**config.mk**
```make
export PLATFORM = sky130hd
export DESIGN_NAME = tog_cfg
export DESIGN_NICKNAME = d
export VERILOG_FILES = /design/src/tog_pkg.sv /design/src/tog_cfg.sv
export SDC_FILE = /design/constraint.sdc
export NUM_CORES = 1
export LEC_CHECK = 0
export BUFFER_PORTS_ARGS = -buffer_cell sky130_fd_sc_hd__buf_2
export CAP_MARGIN = 20
export CORE_ASPECT_RATIO = 1.2
export CORE_UTILIZATION = 51
export CTS_BUF_LIST = sky130_fd_sc_hd__clkbuf_4 sky130_fd_sc_hd__clkbuf_8 sky130_fd_sc_hd__clkbuf_16
export DETAILED_ROUTE_END_ITERATION = 8
export PLACE_DENSITY = 0.79
export SYNTH_ARGS = -nofsm -noshare
export SYNTH_HDL_FRONTEND = slang
export SYNTH_SLANG_ARGS = --single-unit
```
**constraint.sdc**
```tcl
create_clock -name clk -period 0.8 [get_ports clk]
set_input_delay 0.04 -clock clk [delete_from_list [all_inputs] [get_ports clk]]
set_output_delay 0.04 -clock clk [all_outputs]
set_load 0.05 [all_outputs]
```
**src/tog_pkg.sv**
```systemverilog
package tog_pkg;

	// configuration port geometry
	localparam int unsigned CFG_INDEX_W = 8;
	localparam int unsigned CFG_DATA_W  = 13;

	// field widths
	localparam int unsigned PIXEL_W = 8;
	localparam int unsigned POS_W   = 12;
	localparam int unsigned SUB_W   = 8;

	// column flag slots, one per tile column
	localparam int unsigned MAX_TILE_COLS = 4096;
	localparam int unsigned SLOT_W        = $clog2(MAX_TILE_COLS);

	// register indexes
	typedef enum logic [CFG_INDEX_W-1:0] {
		REG_IMAGE_WIDTH  = 8'd0,
		REG_IMAGE_HEIGHT = 8'd1,
		REG_TILE_WIDTH   = 8'd2,
		REG_TILE_HEIGHT  = 8'd3
	} cfg_reg_e;

	// limits after reset, stored as size minus one (640, 480, 16, 16)
	localparam logic [POS_W-1:0] IMG_W_M1_RST  = 12'd639;
	localparam logic [POS_W-1:0] IMG_H_M1_RST  = 12'd479;
	localparam logic [SUB_W-1:0] TILE_W_M1_RST = 8'd15;
	localparam logic [SUB_W-1:0] TILE_H_M1_RST = 8'd15;

	// clamped sizes minus one, as the scan logic uses them
	typedef struct packed {
		logic [POS_W-1:0] img_w_m1;
		logic [POS_W-1:0] img_h_m1;
		logic [SUB_W-1:0] tile_w_m1;
		logic [SUB_W-1:0] tile_h_m1;
	} tog_limits_t;

	// one tile verdict
	typedef struct packed {
		logic             last_tile;
		logic             passable;
		logic [POS_W-1:0] tile_row;
		logic [POS_W-1:0] tile_col;
	} tog_result_t;

endpackage

```
**src/tog_cfg.sv**
```systemverilog
module tog_cfg import tog_pkg::*; (
	input  logic                   clk,
	input  logic                   arst_n,
	input  logic                   we,
	input  logic [CFG_INDEX_W-1:0] index,
	input  logic [CFG_DATA_W-1:0]  data,
	output tog_limits_t            lim
);

	tog_limits_t lim_q;

	// zero acts as one, image sizes cap at 4096
	function automatic logic [POS_W-1:0] img_m1(input logic [CFG_DATA_W-1:0] v);
		logic [CFG_DATA_W-1:0] dec;
		dec = v - 13'd1;
		if (v == 13'd0)
			return '0;
		else if (v > 13'd4096)
			return '1;
		else
			return dec[POS_W-1:0];
	endfunction

	// only the low nine bits count; zero acts as one, tile sizes cap at 256
	function automatic logic [SUB_W-1:0] tile_m1(input logic [CFG_DATA_W-1:0] v);
		logic [8:0] t;
		logic [8:0] dec;
		t   = v[8:0];
		dec = t - 9'd1;
		if (t == 9'd0)
			return '0;
		else if (t > 9'd256)
			return '1;
		else
			return dec[SUB_W-1:0];
	endfunction

	// store the clamped limits on each write
	always_ff @(posedge clk or negedge arst_n) begin
		if (!arst_n) begin
			lim_q.img_w_m1  <= IMG_W_M1_RST;
			lim_q.img_h_m1  <= IMG_H_M1_RST;
			lim_q.tile_w_m1 <= TILE_W_M1_RST;
			lim_q.tile_h_m1 <= TILE_H_M1_RST;
		end else if (we) begin
			unique case (index)
				REG_IMAGE_WIDTH:  lim_q.img_w_m1  <= img_m1(data);
				REG_IMAGE_HEIGHT: lim_q.img_h_m1  <= img_m1(data);
				REG_TILE_WIDTH:   lim_q.tile_w_m1 <= tile_m1(data);
				REG_TILE_HEIGHT:  lim_q.tile_h_m1 <= tile_m1(data);
				default: ;
			endcase
		end
	end

	assign lim = lim_q;

endmodule

```
==> flow_summary.yaml, run 1 <==
place:
  gp_congestion: 0.811
  dp_hpwl_mm: 3.99
  placed_area_sq_um: 2860
  port_buffers: 63
logic_synthesis:
  ys_seq_area_frac: 0.483
  synth-async-reset-ratio: 1.00
  syn_area_per_cell_sq_um: 10.1
  syn-cell-area_sq_um: 2130
  ys_warn_count: 0
  yosys_most_used_dff: "dfstp_2"
  ys_types: 49
  syn_nets: 237
  synth-edff-count: 0
  ys_seq_elements: 40
  synth_cells: 212
clocking:
  clock-sinks: 40
  numCtsBuffers: 5
  htree_levels: 2
  cts_buffer_depth: 2
  clock-root-buffer: "clkbuf_8"
timing:
  worst_endpoint: "lim[25]$_DFFE_PN0P_/D"
  endpoint_type: "register input"
floorplan:
  die_w_um: 61.0
  fp.dieH_um: 72.9
  initial_core_util: 0.537
  num_rows: 25
  ios: 64
run_status:
  haltStage: "5_1_grt"
  status: "stopped before the end"
  error: "[ERROR DPL-0038] Utilization greater than 100%, impossible to legalize"
global_routing:
  grt_max_degree: 41
[through the flow]
stage                      util  instances  setup slack (ns)  setup TNS, ns  hold WS (ns)
after floorplan               -        212            -0.951         -28.76        -0.256
after global placement    0.720        358            -0.962         -34.57        0.0233
after detailed placement  0.720        358             -1.02         -35.62        0.0252
after CTS                 0.941        382            -0.665         -27.04         0.194
[cells by family after synthesis]
group           Yosys count  share of synthesized area
xor+xnor                  1                    0.00411
compound gates           58                      0.175
fa+ha+maj                 1                    0.00586
simple gates             75                      0.200
mux                      16                     0.0856
flops                    40                      0.483
buf+inv                  21                     0.0457
[Yosys cell counts, types with 2 or more instances]
| master | count | share of area |
|---|---|---|
| a211o_1 | 2 | 0.0082 |
| nor4_1 | 5 | 0.015 |
| a21oi_1 | 8 | 0.019 |
| nor4b_1 | 4 | 0.016 |
| nand3_1 | 3 | 0.0070 |
| nor2_1 | 10 | 0.018 |
| dfrtp_1 | 16 | 0.19 |
| nand2_1 | 22 | 0.039 |
| nor3_1 | 4 | 0.0094 |
| o21ai_0 | 9 | 0.021 |
| and3_1 | 4 | 0.012 |
| or4b_1 | 2 | 0.0094 |
| nand2b_1 | 3 | 0.0088 |
| a22o_1 | 2 | 0.0082 |
| or3_1 | 3 | 0.0088 |
| or4_1 | 6 | 0.021 |
| inv_1 | 4 | 0.0070 |
| o21ai_1 | 10 | 0.023 |
| nor2b_1 | 2 | 0.0059 |
| dfstp_2 | 24 | 0.30 |
| clkbuf_1 | 8 | 0.014 |
| buf_2 | 6 | 0.014 |
| o31ai_1 | 10 | 0.035 |
| a21o_1 | 3 | 0.011 |
| mux2_2 | 14 | 0.074 |
| a31oi_1 | 4 | 0.012 |
| or4_4 | 2 | 0.011 |
[repair_timing]
| item | CTS |
|---|---|
| pin swaps | 15 |
| resized for setup | 177 |
| setup endpoints to repair | 80 |
| setup buffers | 11 |
| hold buffers | 1 |
| gates cloned | 4 |
| hold endpoints to repair | 40 |
==> inputs of run 2 (changes only) <==
==> config.mk (replaced) <==
export PLATFORM = sky130hd
export DESIGN_NAME = tog_cfg
export DESIGN_NICKNAME = d
export VERILOG_FILES = /design/src/tog_pkg.sv /design/src/tog_cfg.sv
export SDC_FILE = /design/constraint.sdc
export NUM_CORES = 1
export LEC_CHECK = 0
export BUFFER_PORTS_ARGS = -buffer_cell sky130_fd_sc_hd__buf_2
export CAP_MARGIN = 20
export CORE_UTILIZATION = 40
export DETAILED_ROUTE_END_ITERATION = 8
export PLACE_DENSITY_LB_ADDON = 0.15
export SYNTH_ARGS = -nofsm -noshare
export SYNTH_HDL_FRONTEND = slang
export SYNTH_SLANG_ARGS = --single-unit
==> flow_summary.yaml, run 2 <==
global_routing:
  grt_pass1_wl_mm: 10.9
  grt_max_degree: 41
  top_usage_layer: "met2"
  gr-usage-met1: 0.321
  met2_usage: 0.454
  grt_use_total: 0.259
  antenna_found_initial: 0
  grt-ovfl-total: 0
  first_global_vias: 2223
  grt_use_met3: 0.0495
place:
  dp_hpwl_mm: 4.08
  gp_congestion: 0.882
  pre_cts_slack_ns: -1.00
  port_buffers: 63
worst_setup_path:
  crit_path_max_fanout: 2
  worst_path_largest_cell_delay_ns: 0.54
  path_common_cell: "or4_4"
  arrival_ns: 1.68
  critPathKind: "input port to flop"
  setup.worst_path.end_class: "flop"
  worstPathRequired_ns: 0.99
  cp_cell_sequence: "buf_6 -> or4_4 -> or4_4 -> a211o_1 -> mux2_4"
  slowest_stage: "or4_4"
  start_kind: "input port"
routing:
  routed-via-count: 2371
  post_drt_wl_per_cell_um: 18.8
  ant_nets: 0
  drc: 0
  routed_wirelength_mm: 7.92
  first_pass_iters: 4
  drt_iter0_markers: 156
  via_per_inst: 5.62
logic_synthesis:
  ys_warn_count: 0
  synth_cells: 212
  synthSimpleGateAreaFrac: 0.200
  synth_top_family_by_area: "simple AND/OR/NAND/NOR gates"
  synth_mux_area_frac: 0.0856
  synth-async-reset-ratio: 1.00
  synth_fa_ha_area_frac: 0.00587
  synth.most_common_cell: "dfstp_2"
  syn_area_per_cell_sq_um: 10.1
  synth_common_cells: "24 x dfstp_2, 22 x nand2_1, 16 x dfrtp_1, 14 x mux2_2"
  ys_types: 49
  synth_compound_area_frac: 0.175
  ys_seq_elements: 40
  synth-edff-count: 0
  syn-cell-area_sq_um: 2130
  synth_largest_area_cell: "dfstp_2"
  synthTopCellsByArea: "dfstp_2 30%, dfrtp_1 19%, mux2_2 7.4%, nand2_1 3.9%, o31ai_1 3.5%"
  synth_top_cell_area_share: 0.296
  ys_seq_area_frac: 0.483
  yosys_most_used_dff: "dfstp_2"
  synthXorXnorAreaFrac: 0.00411
  syn_nets: 237
clocking:
  htree_levels: 2
  clk-insertion-delay-late_ns: 0.30
  clock-root-buffer: "clkbuf_8"
  cts_buffer_depth: 2
  clock-sinks: 40
  numCtsBuffers: 5
  clkTransAtPathRegs_ns: 0.08
  cts_tree: "yes"
timing:
  period_minus_slack_ns: 1.49
  period_share: 1.87
  finalWorstSetupSlack_ns: -0.693
  slew_headroom: 0.687
  max_slew.worst_pin.slew_ns: 0.466
  finClkSkew_ns: 0
  rsz0062_at_grt: "true"
  slew_viol_final: 0
  finalHoldViolations: 0
  fmax_ghz: 0.670
  setup_viol: 80
run_status:
  status: "finished, violations left"
  violations: "setup timing"
layout:
  layout-drive-gt1-share: 0.756
  antennaDiodeCount: 0
  layout.nets: 376
  largest_reg_flops: 40
  n_fill_cell: 256
  final_cell_mix: "59 x buf_4, 38 x buf_6, 27 x buf_8, 24 x dfstp_2, 16 x dfrtp_1"
  final_common_cell: "buf_4"
  area_delta_synth_final_pct: 101
  fin_util: 0.839
floorplan:
  core_area_sq_um: 5110
  ios: 64
  fp.dieH_um: 75.0
  die_area_sq_um: 5630
  num_rows: 26
  initial_core_util: 0.418
  die_w_um: 75.0
power:
  p_per_area_nw_per_um2: 1320
  p_leak_nw: 1.93
  p_total_mw: 5.67
  peakVddDrop_uv: 1040
run:
  cap_violations: 0
min_path:
  min_path_type: "input port to flop"
## run 2: cell counts after synthesis
Identical to the previous run, type by type.
## run 2: area by class of cell
cell class	count	area [sq um]	area share
flip-flops and latches	40	1030	0.241
clock inverters	2	10.0	0.00234
multi-input cells	153	1490	0.349
well taps	70	87.6	0.0204
clock buffers	6	82.6	0.0193
inverters	4	20.0	0.00467
repair buffers	147	1560	0.364
## run 2: cells by family after synthesis
| logic type | count (synthesis) |
|---|---|
| buffers and inverters | 21 |
| muxes | 16 |
| and+or+nand+nor | 75 |
| DFF | 40 |
| AOI/OAI and AO/OA | 58 |
| xor gates and xnor gates | 1 |
| adders and majority gates | 1 |
## run 2: critical path, delay by kind of cell
| family | cells | cell delay [ns] |
|---|---|---|
| simple gates | 2 | 0.99 |
| compound gates | 1 | 0.28 |
| buf+inv | 1 | 0.09 |
| mux | 1 | 0.27 |
## run 2: what timing repair did
item / 4_1_cts / 5_1_grt
setup endpoints to repair: 80 / 80
pin swaps: 15 / 15
gates cloned: 5 / 3
hold buffers: 1 / 0
resized for setup: 172 / 59
endpoints found under the hold margin: 40 / 0
setup buffers: 14 / 18
## run 2: power by group
part	internal, mW	switching [mW]	leakage (nW)
logic	0.858	1.06	1.41
registers	2.23	0.129	0.467
clock network	0.688	0.704	0.0510
total	3.78	1.89	1.93
## run 2: worst paths after layout
path                          start  cells past startpoint      end  slack, ns
setup / recovery            data[2]                      5  lim[15]      -0.69
hold / removal             index[1]                      4  lim[23]       0.19
setup reg to reg            lim[24]                      3  lim[24]      -0.05
hold reg to reg              lim[9]                      2   lim[9]       0.50
max in group asynchronous    arst_n                      3  lim[30]       0.29
min in group asynchronous    arst_n                      3  lim[25]       0.23
## run 2: through the flow
stage	TNS, ns	hold slack (ns)	cells	cell area (sq um)
after floorplan	-28.76	-0.256	212	2270
after global placement	-35.20	0.0231	375	2890
after detailed placement	-35.66	0.0237	375	2890
after CTS	-27.12	0.167	402	3810
after global routing	-30.93	0.202	422	4280
final	-29.02	0.194	422	4280
## run 2: metal layers
metal  vias to the layer above  share of wire
li1                       1072              -
met1                      1177           0.38
met2                       101           0.54
met3                        21          0.063
met4                         0          0.023
met5                         -              0
No activity file was read; power rests on OpenSTA's default activity.
